[src/rtl/assert_macros.svh]
// Assertion macros used by software_timer_pool.
// No dependencies; define NO_ASSERTIONS to compile the checks out.
`ifndef ASSERT_MACROS_SVH
`define ASSERT_MACROS_SVH
`ifndef NO_ASSERTIONS
`define STP_ASSERT(lbl, clk, rstn, prop) \
  lbl: assert property (@(posedge clk) disable iff (!rstn) (prop)) \
    else $error("assertion failed");
`define STP_ASSERT_NEXT(lbl, clk, rstn, pre, post) \
  lbl: assert property (@(posedge clk) disable iff (!rstn) (pre) |=> (post)) \
    else $error("assertion failed");
`else
`define STP_ASSERT(lbl, clk, rstn, prop)
`define STP_ASSERT_NEXT(lbl, clk, rstn, pre, post)
`endif
`endif

[src/rtl/stp_pkg.sv]
// Types and constants of the software timer pool.
// No dependencies.
`default_nettype none
package stp_pkg;
  localparam int STP_NUM_TIMERS = 8;
  localparam int SLOT_W  = 4;
  localparam int COUNT_W = 16;
  localparam logic [COUNT_W-1:0] COUNT_MAX = '1;

  typedef enum logic [1:0] {
    MODE_TICK  = 2'd0,
    MODE_START = 2'd1,
    MODE_STOP  = 2'd2,
    MODE_QUERY = 2'd3
  } mode_e;

  typedef struct packed {
    mode_e              mode;
    logic [SLOT_W-1:0]  slot;
    logic [COUNT_W-1:0] period_ms;
    logic               periodic;
    logic [COUNT_W-1:0] elapsed_ms;
  } cmd_t;

  typedef struct packed {
    logic               active;
    logic               repeat_mode;
    logic [COUNT_W-1:0] period;
    logic [COUNT_W-1:0] elapsed;
  } slot_t;
endpackage
`default_nettype wire

[src/rtl/stp_slot_op.sv]
// Applies the current request to the slot passing the head of the chain.
// Depends on stp_pkg.
`default_nettype none
module stp_slot_op import stp_pkg::*; (
  input  cmd_t              cmd_i,
  input  wire [SLOT_W-1:0]  idx_i,
  input  wire               claimed_i,
  input  slot_t             st_i,
  output slot_t             st_o,
  output logic              hit_o
);
  logic              sel;
  logic [COUNT_W:0]  sum;

  assign sel = (cmd_i.slot == idx_i);
  assign sum = {1'b0, st_i.elapsed} + {1'b0, cmd_i.elapsed_ms};

  always_comb begin
    st_o  = st_i;
    hit_o = 1'b0;
    case (cmd_i.mode)
      MODE_TICK: begin
        if (st_i.active) begin
          st_o.elapsed = sum[COUNT_W] ? COUNT_MAX : sum[COUNT_W-1:0];
        end
      end
      MODE_START: begin
        if (!st_i.active && !claimed_i) begin
          st_o.active      = 1'b1;
          st_o.repeat_mode = cmd_i.periodic;
          st_o.period      = cmd_i.period_ms;
          st_o.elapsed     = '0;
          hit_o            = 1'b1;
        end
      end
      MODE_STOP: begin
        if (sel) begin
          st_o.active = 1'b0;
        end
      end
      MODE_QUERY: begin
        if (sel && st_i.active && (st_i.elapsed >= st_i.period)) begin
          if (st_i.repeat_mode) begin
            st_o.elapsed = '0;
          end else begin
            st_o.active = 1'b0;
          end
          hit_o = 1'b1;
        end
      end
      default: begin
        st_o  = st_i;
        hit_o = 1'b0;
      end
    endcase
  end
endmodule
`default_nettype wire

[config.mk]
export PLATFORM = sky130hd
export DESIGN_NAME = stp_slot_op
export DESIGN_NICKNAME = d
export VERILOG_FILES = /design/src/rtl/assert_macros.svh /design/src/rtl/stp_pkg.sv /design/src/rtl/stp_slot_op.sv
export SDC_FILE = /design/constraint.sdc
export NUM_CORES = 1
export LEC_CHECK = 0
export BUFFER_PORTS_ARGS = -buffer_cell sky130_fd_sc_hd__clkbuf_2
export CORE_MARGIN = 2
export CORE_UTILIZATION = 30
export DETAILED_ROUTE_END_ITERATION = 16
export PLACE_DENSITY_LB_ADDON = 0.12
export SLEW_MARGIN = 20
export SYNTH_ARGS = -nofsm -noshare
export SYNTH_HDL_FRONTEND = slang
export SYNTH_SLANG_ARGS = --single-unit
[constraint.sdc]
create_clock -name vclk -period 2.7
set_clock_uncertainty 0.05 [all_clocks]
set_input_delay 0.405 -clock vclk [all_inputs]
set_output_delay 0.405 -clock vclk [all_outputs]
set_load 0.03 [all_outputs]
Yosys cells after proc, flatten, opt, wreduce, memory -nomap -nowiden
Cells that the tools add are included.

Bits in registers: 0. Bits in latches: 0. RAM bits: 0. Memory bits (read-only): 0. Input port bits: 78. Output and inout port bits: 35. Word-level logic and storage cells: 26. Memories: 0.

Add/sub/neg operators: 1. $mul: 0. Div/mod/pow operators: 0. $lt $le $gt $ge: 1. Equal/unequal tests: 4. Shifts and indexed selects: 0. Multiplexer cells: 14. Bitwise operators: 0. Reductions and logical operators: 6.

Operators by type and width (count): two-way mux 16 bit (4); one-hot mux 16 bit (3 select lines) (1); two-way mux 34 bit (1); adder 16 x 16 -> 17 bit (1); two-way mux 17 bit (1); >= comparator 16 bit (1); two-way mux 1 bit (5); == test 2 bit (second input constant) (2); == test 4 bit (1); logical AND 1 bit (3); one-hot mux 1 bit (3 select lines) (1); == test 2 x 1 -> 1 bit (second input constant) (1); zero test 1 bit (2); zero test 2 bit (1); one-hot mux 1 bit (2 select lines) (1).

Logic depth before layout (Yosys ltp)
Depth in word-level cells: 5. Mapped depth: 10.

Least setup slack after synthesis
No wires, ideal clock.

Path type: input-to-output. Start point: in cmd_i[0] in the netlist's numbering. End point: out st_o[2] in the netlist's numbering. Arrival: 2571 ps. Data required time: 2245 ps. Setup slack: -326 ps. Cell stages on the path: 10. Buffers on the path: 1. Cell sequence: ha_1 fa_1 nand3_1 a21oi_1 o311a_4 o31a_1 buf_6 o21ai_1 a21boi_1 o21bai_1.

RTL lines: start, declared (RTL line stp_slot_op.sv:5) `input cmd_t cmd_i,`; end, declared (RTL line stp_slot_op.sv:9) `output slot_t st_o,`.

==> results.cfg <==
[outcome]
status = finished with violations
failed_checks = setup timing

[floorplanning]
die_h_um = 83.9
io-pin-count = 113
start_util_pct = 30.7
die-area_mm2 = 0.00703
core_mm2 = 0.00624
fp.dieW_um = 83.9
core.rowCount = 29

[global_routing]
grt_max_degree = 20
track_usage_pct = 18.9
grt.overflow.total = 0
grt_pass1_wl_um = 11400
grt_pass1_vias = 2603
antenna_found_initial = 0

[setup_path]
path_cells = buf_8 > ha_4 > fa_2 > nand3_2 > a21oi_2 > o311a_4 > o31a_4 > buf_12 > o21ai_4 > a21boi_1 > o21bai_4 > buf_8
slowest_delay_ns = 0.36
crit_required_ns = 2.25
crit_slowest_cell = fa_2
start_kind = input port
crit_type = in -> out
endpoint_kind = output pin
crit_top_cell = buf_8
critPathArrivalTime_ns = 2.51
cp_max_fo = 8

[sta]
fin_crit_sh_pct = 110
max-slew-margin-rel_pct = 68.9
setup_viol_count_final = 16
worst_pin_slew_ns = 0.464
holdWs_ns = 1.12
final_hold_viol_count = 0
setup_tns_ns = -3.35
period_minus_slack_ns = 2.96
fmax_mhz = 337
rsz0062_at_grt = yes
finalMaxSlewViolations = 0
setup_ws_ns = -0.264

[detailed_routing]
drt-pass1-iter-count = 4
highest_layer = met4
drtIter0Drc = 35
drt-total-wl_um = 7130
dr_wl_met3_um = 234
routed_via_density = 5.03
drc_errors = 0
dr_total_vias = 2757
dr_wl_met2_um = 3890
wl_met1_um = 2930
wl_per_cell_um = 13.0
ant_nets = 0

[synth]
synth_area_mm2 = 0.00191
synth.distinct_cells = 59
yosysTopAreaCell = ha_1
syn_area_per_cell_um2 = 6.81
syn_inst = 281
syn-num-nets = 392
ys_seq_area_share_pct = 0
synth.top_cell.area_share_pct = 20.9
synth_area_leaders = ha_1 (21%), o21ai_0 (7.1%), nand2_1 (5.5%)
yosys_warnings = 0

[place]
gp_congestion = 0.800
dp_hpwl_um = 6030
post-place-ws_ns = -0.418
numPortBuffers = 113

[cells_and_area]
fillCellCount = 597
area_growth_pct = 95.1
nNetsFinal = 584
multi_input_area_mm2 = 0.00214
regArea_um2 = 0
final_util_pct = 59.8
seq_cells = 0
layout-drive-gt1-share_pct = 55.8
nClkBuffers = 0
antenna_cells = 0

[clock_network]
cts_hold_buf = 0

[min_path]
min_path_type = in -> out

[pwr]
total_power_w = 0.000860
power.leakage_nw = 1.85
peakVddDrop_mv = 0.133
power.density_mw_per_mm2 = 230

[flow_run]
cap_violations = 0
[metal layers]
layer  up-vias  GRT usage (%)
li1       1436              -
met1      1247           23.2
met2        66           37.2
met3         8          0.692
met4         0           1.76
met5         -              0
[layout by cell type, fill, tap and decap left out, types with 5 or more instances in the layout]
| master | n |
|---|---|
| clkbuf_2 | 94 |
| buf_4 | 84 |
| nand2_1 | 28 |
| ha_1 | 27 |
| inv_1 | 26 |
| o21ai_0 | 19 |
| nor2_1 | 16 |
| buf_8 | 9 |
| a21oi_1 | 8 |
| a21oi_2 | 7 |
| xor2_1 | 7 |
| o21a_1 | 6 |
| nand3_1 | 6 |
| o21ai_4 | 6 |
| o21bai_4 | 6 |
| buf_6 | 6 |
| nand2b_1 | 5 |
| o21ai_1 | 5 |
| xnor2_1 | 5 |
| ha_4 | 5 |
[worst paths after layout]
path,to,slack (ns),start,cells past startpoint
max,st_o[1],-0.26,st_i[0],12
min,st_o[25],1.12,cmd_i[26],4
[repair_timing]
item / CTS / global route
setup endpoints to repair: 17 / 18
resized for setup: 45 / 44
setup buffers: 4 / 1
pin swaps: 14 / 15
[through the flow]
step           cell area (µm²)  cells
2_1_floorplan             2100    281
4_1_cts                   3570    548
3_5_place_dp              3370    544
5_1_grt                   3730    548
6_report                  3730    548
3_3_place_gp              3370    544
[Yosys cell counts, drive strengths merged (2+ instances only)]
cell	number
a211oi	3
a21boi	6
a21o	3
a21oi	15
a221oi	3
a31oi	3
and2	2
buf	2
clkbuf	7
ha	32
inv	26
mux2	2
nand2	29
nand2b	5
nand3	7
nand3b	2
nand4	2
nor2	19
nor3	6
nor4	3
o2111ai	2
o211ai	3
o21a	6
o21ai	34
o21bai	11
o221ai	4
o22a	2
o22ai	3
o2bb2a	3
o31ai	4
xnor2	6
xor2	7
[power breakdown]
part / internal [W] / switching (W)
Sequential: 0 / 0
Combinational: 0.000427 / 0.000433
Clock: 0 / 0
Total: 0.000427 / 0.000433
[layout make-up]
type / count / share of cell area (%)
inverters: 27 / 2.72
multi-input cells: 245 / 57.4
repair buffers: 199 / 37.3
well taps: 77 / 2.58
[cells by family (layout without fill, tap and decap cells)]
kind of cell / after synthesis / count (layout) / synth area share (%)
AND/OR/NAND/NOR: 83 / 83 / 21.1
buffers and inverters: 36 / 226 / 7.52
XOR/XNOR: 13 / 13 / 5.95
AO/OA/AOI/OAI: 113 / 113 / 41.7
multiplexers: 3 / 3 / 1.70
adder cells (fa/ha/maj): 33 / 33 / 22.0
[worst max-delay path, delay by kind of cell]
kind	cells	cell delay, ns
AOI/OAI and AO/OA	6	1.09
adders and majority gates	2	0.51
buffers and inverters	3	0.41
and+or+nand+nor	1	0.09
Note: power is estimated with default switching activity, not from simulation.
