**config.mk**
```make
export PLATFORM = sky130hd
export DESIGN_NAME = stp_cell
export DESIGN_NICKNAME = d
export VERILOG_FILES = /design/src/rtl/assert_macros.svh /design/src/rtl/stp_pkg.sv /design/src/rtl/stp_cell.sv
export SDC_FILE = /design/constraint.sdc
export NUM_CORES = 1
export LEC_CHECK = 0
export ABC_AREA = 1
export BUFFER_PORTS_ARGS = -buffer_cell sky130_fd_sc_hd__clkbuf_2
export CAP_MARGIN = 20
export CORE_MARGIN = 5
export CORE_UTILIZATION = 44
export DETAILED_ROUTE_END_ITERATION = 6
export GPL_TIMING_DRIVEN = 0
export MAX_ROUTING_LAYER = met4
export PLACE_DENSITY_LB_ADDON = 0.12
export REMOVE_ABC_BUFFERS = 1
export SYNTH_ARGS = -nofsm -noshare
export SYNTH_HDL_FRONTEND = slang
export SYNTH_SLANG_ARGS = --single-unit
```
**constraint.sdc**
```tcl
create_clock -name clk_i -period 0.8 [get_ports clk_i]
set_input_delay 0.12 -clock clk_i [delete_from_list [all_inputs] [get_ports clk_i]]
set_output_delay 0.12 -clock clk_i [all_outputs]
set_load 0.005 [all_outputs]
```
**src/rtl/assert_macros.svh**
```systemverilog
// Assertion macros used by software_timer_pool.
// No dependencies; define NO_ASSERTIONS to compile the checks out.
`ifndef ASSERT_MACROS_SVH
`define ASSERT_MACROS_SVH
`ifndef NO_ASSERTIONS
`define STP_ASSERT(lbl, clk, rstn, prop) \
  lbl: assert property (@(posedge clk) disable iff (!rstn) (prop)) \
    else $error("assertion failed");
`define STP_ASSERT_NEXT(lbl, clk, rstn, pre, post) \
  lbl: assert property (@(posedge clk) disable iff (!rstn) (pre) |=> (post)) \
    else $error("assertion failed");
`else
`define STP_ASSERT(lbl, clk, rstn, prop)
`define STP_ASSERT_NEXT(lbl, clk, rstn, pre, post)
`endif
`endif

```
**src/rtl/stp_pkg.sv**
```systemverilog
// Types and constants of the software timer pool.
// No dependencies.
`default_nettype none
package stp_pkg;
  localparam int STP_NUM_TIMERS = 8;
  localparam int SLOT_W  = 4;
  localparam int COUNT_W = 16;
  localparam logic [COUNT_W-1:0] COUNT_MAX = '1;

  typedef enum logic [1:0] {
    MODE_TICK  = 2'd0,
    MODE_START = 2'd1,
    MODE_STOP  = 2'd2,
    MODE_QUERY = 2'd3
  } mode_e;

  typedef struct packed {
    mode_e              mode;
    logic [SLOT_W-1:0]  slot;
    logic [COUNT_W-1:0] period_ms;
    logic               periodic;
    logic [COUNT_W-1:0] elapsed_ms;
  } cmd_t;

  typedef struct packed {
    logic               active;
    logic               repeat_mode;
    logic [COUNT_W-1:0] period;
    logic [COUNT_W-1:0] elapsed;
  } slot_t;
endpackage
`default_nettype wire

```
**src/rtl/stp_cell.sv**
```systemverilog
// One timer slot of the rotating chain; loads its neighbour's state on shift.
// Depends on stp_pkg.
`default_nettype none
module stp_cell import stp_pkg::*; (
  input  wire   clk_i,
  input  wire   rst_ni,
  input  wire   shift_i,
  input  slot_t d_i,
  output slot_t q_o
);
  slot_t st_q;

  always_ff @(posedge clk_i or negedge rst_ni) begin
    if (!rst_ni) begin
      st_q <= '0;
    end else if (shift_i) begin
      st_q <= d_i;
    end
  end

  assign q_o = st_q;
endmodule
`default_nettype wire

```
Word level (Yosys, flattened, before mapping). Cells that the tools add are included. W data, S select, Z words.

Bits in registers: 34. Bits of input ports: 37. Output and inout port bits: 34. Word-level logic and storage cells: 4.

Logic depth before layout (Yosys ltp). Gate-level depths: netlist of the first run.

Depth after elaboration: 0. Gate-level depth with buffers: 5.

Worst setup path before layout of the first run. No wires, ideal clock.

Path type: input -> register. Start point: in shift_i. End point: reg st_q (netlist bit q_o[16]). Arrival: 0.496 ns. Required time: 0.684 ns. Setup slack: 0.188 ns. Stages on the path: 5. Cell sequence: buf_6 inv_8 buf_8 nand2_2 nand2_1.

RTL lines: from (decl) (RTL line stp_cell.sv:7) `input wire shift_i,`; to (signal assigned) (RTL line stp_cell.sv:17) `st_q <= d_i;`; to (decl) (RTL line stp_cell.sv:11) `slot_t st_q;`.

Final worst setup path of the first run.
Start point: reg st_q (netlist bit q_o[25]). End point: out q_o[25] in the netlist's numbering.

RTL lines: to (decl) (RTL line stp_cell.sv:9) `output slot_t q_o`.

No word-level cell between the ends.

==> flow_metrics.tcl, run 1 <==
set metrics [dict create \
    status "finished, violations left" \
    violations "hold timing, setup timing" \
    max_clock_freq_mhz 1010 \
    vdd_drop_max_uv 1180 \
    crit_chain "clkbuf_2" \
    placed_cell_area_um2 1660 \
    setup_viol 41 \
    crit_slowest_cell "dfrtp_1" \
    clock_latency_ns 0.33 \
    hold_violations 34 \
    synth-xor-area-share_pct 0 \
    layout-drive-gt1-share_pct 42.2 \
    crit_family "flip-flops" \
    cts.sinks 34 \
    multi_input_area_um2 410 \
    die_h_um 65.3 \
    cts_buffers 5 \
    drt_iter0_markers 73 \
    rsz0062_at_grt "true" \
    cts_hold_buf 34 \
    post-route-drc-count 0 \
    yosysWarnings 0 \
    syn_avg_cell_area_um2 9.34 \
    wl_um 3720 \
    track_usage_pct 19.2 \
    cts_tree "yes" \
    max-slew-margin-rel_pct 46.1 \
    viasPerCell 4.45 \
    rows 20 \
    cts_max_level 2 \
    ys_types 7 \
    grt_pass1_vias 1333 \
    cp.required_ns 0.68 \
    syn_area_um2 1350 \
    worst_slew_pin_slew_ns 0.809 \
    crit_type "reg -> out" \
    antenna_left 0 \
    worst-path-max-fanout 2 \
    synth-compound-area-share_pct 0 \
    diodes 0 \
    die_x_um 65.3 \
    holdWs_ns -0.142 \
    period_minus_slack_ns 0.986 \
    io_buffers 70 \
    slowest_delay_ns 0.41 \
    wire_per_inst_um 12.0 \
    area_growth_pct 69.6 \
    synth-seq-area-share_pct 63.3 \
    clk_pin_slew_ns 0.10 \
    maxCapViolCount 0 \
    antenna_found_initial 0 \
    synth_mux_area_share_pct 0 \
    place_congestion 0.656 \
    crit_buf_inv 1 \
    end_kind "primary output" \
    grt_overflow 0 \
    stdcell_area_um2 2280 \
    core_um2 3000 \
    syn_inst 144 \
    largest_reg_flops 34 \
    synth_top_family_by_area "simple AND/OR/NAND/NOR gates" \
    crit_path_start_kind "flop" \
    pre_cts_slack_ns -0.436 \
    fillers 225 \
    clockBufferDepth 2 \
    synth-simple-area-share_pct 30.3 \
    root_buffer "clkbuf_4" \
    synth_seq_cells 34 \
    final_common_cell "nand2_1" \
    clock_skew_ns 0 \
    layout_common_cells "nand2_1 (91), clkbuf_2 (69), dlygate4sd3_1 (34), dfrtp_1 (34), buf_4 (27)" \
    timing.final.ws_setup_ns -0.186 \
    dieArea_um2 4260 \
    grt_max_degree 36 \
    final_nets 313 \
    grt_pass1_wl_um 6070 \
    dr.pass1.iters 4 \
    p_per_area_nw_per_um2 1650 \
    hold_path_class "in -> async" \
    cp.arrival_ns 0.87 \
    period_share_pct 123 \
    power.leakage_nw 1.33 \
    drv_slew 0 \
    start_util_pct 44.8 \
    floorplan.io_pins 71 \
    synthAdderAreaFrac_pct 0 \
    vias 1381 \
    dp_hpwl_um 2090 \
    area.sequential_um2 851 \
]
[cells by family after synthesis]
group                  after synthesis
DFF                                 34
buffers and inverters                8
and+or+nand+nor                    102
[cells in the mapped netlist]
library cell | instances | area, µm²
buf_6 | 4 | 45.0
buf_8 | 1 | 15.0
nand2_2 | 10 | 62.6
dfrtp_1 | 34 | 851
inv_8 | 1 | 11.3
nand2_1 | 92 | 345
buf_4 | 2 | 15.0
[path summary, 6_finish.rpt]
| kind | start | to | slack [ns] | cells past startpoint |
|---|---|---|---|---|
| worst max-delay path | q_o[25] | q_o[25] | -0.19 | 1 |
| worst min-delay path | rst_ni | q_o[24] | -0.14 | 1 |
| worst max register to register | q_o[10] | q_o[10] | -0.05 | 4 |
| worst min register to register | q_o[11] | q_o[11] | 0.48 | 2 |
| max in group asynchronous | rst_ni | q_o[16] | 0.43 | 1 |
| min in group clk_i | shift_i | q_o[3] | 0.28 | 3 |
[area by class of cell]
cell class | count | share of cell area (%)
clock buffer | 7 | 2.41
clock inverter | 1 | 0.219
inverter | 1 | 0.494
multi-input combinational | 102 | 18.0
sequential | 34 | 37.3
tap | 33 | 1.81
timing repair buffer | 132 | 39.8
[per-stage QoR]
stage                     util [%]  setup TNS (ns)  cells  power, mW  hold WS (ns)
after global routing          76.0           -7.93    310       4.03       -0.0821
final                         76.0           -5.61    310       3.76        -0.142
after detailed placement      55.3          -15.83    240       2.51         0.274
after CTS                     72.8           -6.01    298       3.73        -0.106
after global placement        55.3          -12.40    240       2.48         0.245
after floorplan                  -               0    137       2.17        -0.176
[report_power, final]
part / leakage (nW) / switching (mW) / internal, mW
logic: 0.882 / 0.350 / 0.493
clock network: 0.0353 / 0.541 / 0.426
registers: 0.414 / 0.0837 / 1.87
total: 1.33 / 0.974 / 2.79
[per-layer routing]
metal  up-vias  global-route usage (%)  share of wire, %
met5         -                       -                 0
met4         0                    6.22               1.4
met3         8                    6.32               7.5
met2        47                    33.6                54
met1       633                    20.4                37
li1        693                       -                 -
[timing repair]
item	4_1_cts	5_1_grt
endpoints found under the setup margin	68	34
resized for setup	1	2
cloned	0	0
setup buffers	16	12
hold endpoints to repair	68	34
No activity file was read; power rests on OpenSTA's default activity.
==> inputs of run 2 (changes only) <==
--- a/config.mk
+++ b/config.mk
@@ -7,14 +7,12 @@
 export LEC_CHECK = 0
 export ABC_AREA = 1
 export BUFFER_PORTS_ARGS = -buffer_cell sky130_fd_sc_hd__clkbuf_2
-export CAP_MARGIN = 20
 export CORE_MARGIN = 5
 export CORE_UTILIZATION = 44
 export DETAILED_ROUTE_END_ITERATION = 6
 export GPL_TIMING_DRIVEN = 0
 export MAX_ROUTING_LAYER = met4
 export PLACE_DENSITY_LB_ADDON = 0.12
-export REMOVE_ABC_BUFFERS = 1
 export SYNTH_ARGS = -nofsm -noshare
 export SYNTH_HDL_FRONTEND = slang
 export SYNTH_SLANG_ARGS = --single-unit
==> flow_metrics.tcl, run 2 (synthesized netlist as in run 1, its figures left out) <==
set metrics [dict create \
    status "finished, violations left" \
    violations "hold timing, setup timing" \
    worst_slew_pin_slew_ns 0.801 \
    r2r-end "q_o[16]" \
    root_buffer "clkbuf_4" \
    drt_iter0_markers 105 \
    crit_type "reg -> out" \
    largest_reg_flops 34 \
    setup_viol 38 \
    area_growth_pct 72.3 \
    cts.sinks 34 \
    worst-path-max-fanout 2 \
    crit_path_start_kind "flop" \
    cp.depth 1 \
    p_per_area_nw_per_um2 1580 \
    grt_pass1_vias 1428 \
    track_usage_pct 19.7 \
    drv_slew 0 \
    slowest_delay_ns 0.40 \
    viasPerCell 4.44 \
    io_buffers 69 \
    maxCapViolCount 0 \
    antenna_left 0 \
    grt-busiest-layer "met2" \
    vias 1389 \
    final_common_cell "nand2_1" \
    start_util_pct 44.8 \
    grt.met2_usage_pct 34.9 \
    r2r.worst_path.cells 4 \
    clock_skew_ns 0 \
    final_nets 317 \
    max-slew-margin-rel_pct 46.6 \
    layout-drive-gt1-share_pct 42.9 \
    clock_latency_ns 0.33 \
    die_h_um 65.3 \
    synth.net_count 181 \
    use_met3_pct 4.79 \
    use_met1_pct 20.7 \
    cts_buffers 5 \
    worstReg2RegStart "q_o[16]" \
    diodes 0 \
    place_congestion 0.683 \
    crit_buf_inv 1 \
    fillers 208 \
    fin_total_pwr_mw 3.67 \
    cp.arrival_ns 0.85 \
    cp.required_ns 0.68 \
    fin_cells 313 \
    dieArea_um2 4260 \
    rsz0062_at_grt "true" \
    timing.final.ws_setup_ns -0.169 \
    pre_cts_slack_ns -0.0243 \
    die_x_um 65.3 \
    hold_violations 34 \
    r2r_slack_ns -0.03 \
    worstSetupStartpoint "q_o[14]" \
    end_kind "primary output" \
    floorplan.io_pins 71 \
    wl_um 3750 \
    cts_tree "yes" \
    core_um2 3000 \
    max_clock_freq_mhz 1030 \
    dr.pass1.iters 5 \
    crit_slowest_cell "dfrtp_1" \
    grt_overflow 0 \
    multi_input_area_um2 413 \
    grt_pass1_wl_um 6160 \
    cts_max_level 2 \
    dp_hpwl_um 2290 \
    area.sequential_um2 851 \
    period_minus_slack_ns 0.969 \
    clockBufferDepth 2 \
    hold_path_class "in -> async" \
    grt_max_degree 35 \
    post-route-drc-count 0 \
    period_share_pct 121 \
    clk_pin_slew_ns 0.09 \
    dp.cells 246 \
    holdWs_ns -0.143 \
    wire_per_inst_um 12.0 \
    crit_family "flip-flops" \
    antenna_found_initial 0 \
    cts_hold_buf 34 \
    crit_chain "clkbuf_2" \
    rows 20 \
    power.leakage_nw 1.35 \
    vdd_drop_max_uv 984 \
    layout_common_cells "nand2_1 (90), clkbuf_2 (69), dlygate4sd3_1 (34), dfrtp_1 (34), buf_4 (28)" \
]
==> run 2: changes by cell type in the layout (fill, tap and decap cells not counted), sizes merged <==
cell and delta:
buf +5, clkbuf -1, clkinv -1
==> run 2: per-layer routing <==
metal,share of wire (%),vias up
li1,-,699
met1,39,633
met2,53,50
met3,6.6,7
met4,1.2,0
met5,0,-
==> run 2: how the worst max path moves through the flow <==
stage,end
2_1_floorplan,q_o[16]
3_3_place_gp,q_o[8]
3_5_place_dp,q_o[9]
4_1_cts,q_o[0]
5_1_grt,q_o[27]
6_report,q_o[14]
==> run 2: area by class of cell <==
class                      instances  area share (%)
buffer                             7            3.24
clock buffer                       7            1.94
inverter                           1           0.486
multi-input combinational        102            17.8
sequential                        34            36.7
tap                               33            1.78
timing repair buffer             129            38.0
==> run 2: metrics by stage <==
step / TNS, ns / area, µm² / hold slack, ns / utilization (%)
3_3_place_gp: 0 / 1730 / 0.243 / 57.7
4_1_cts: -5.71 / 2230 / -0.112 / 74.3
2_1_floorplan: 0 / 1350 / -0.176 / -
3_5_place_dp: -0.776 / 1730 / 0.262 / 57.7
5_1_grt: -7.18 / 2320 / -0.0840 / 77.2
6_report: -5.33 / 2320 / -0.143 / 77.2
==> run 2: repair_timing <==
item                                    in CTS  in global routing
endpoints found under the hold margin       68                 34
pin swaps                                    0                  0
resized for setup                            0                  2
endpoints found under the setup margin      34                 34
buffers inserted                            15                 11
==> run 2: report_power, final <==
part | internal [mW] | switching [mW]
clock network | 0.331 | 0.521
registers | 1.87 | 0.0816
logic | 0.511 | 0.353
total | 2.71 | 0.956
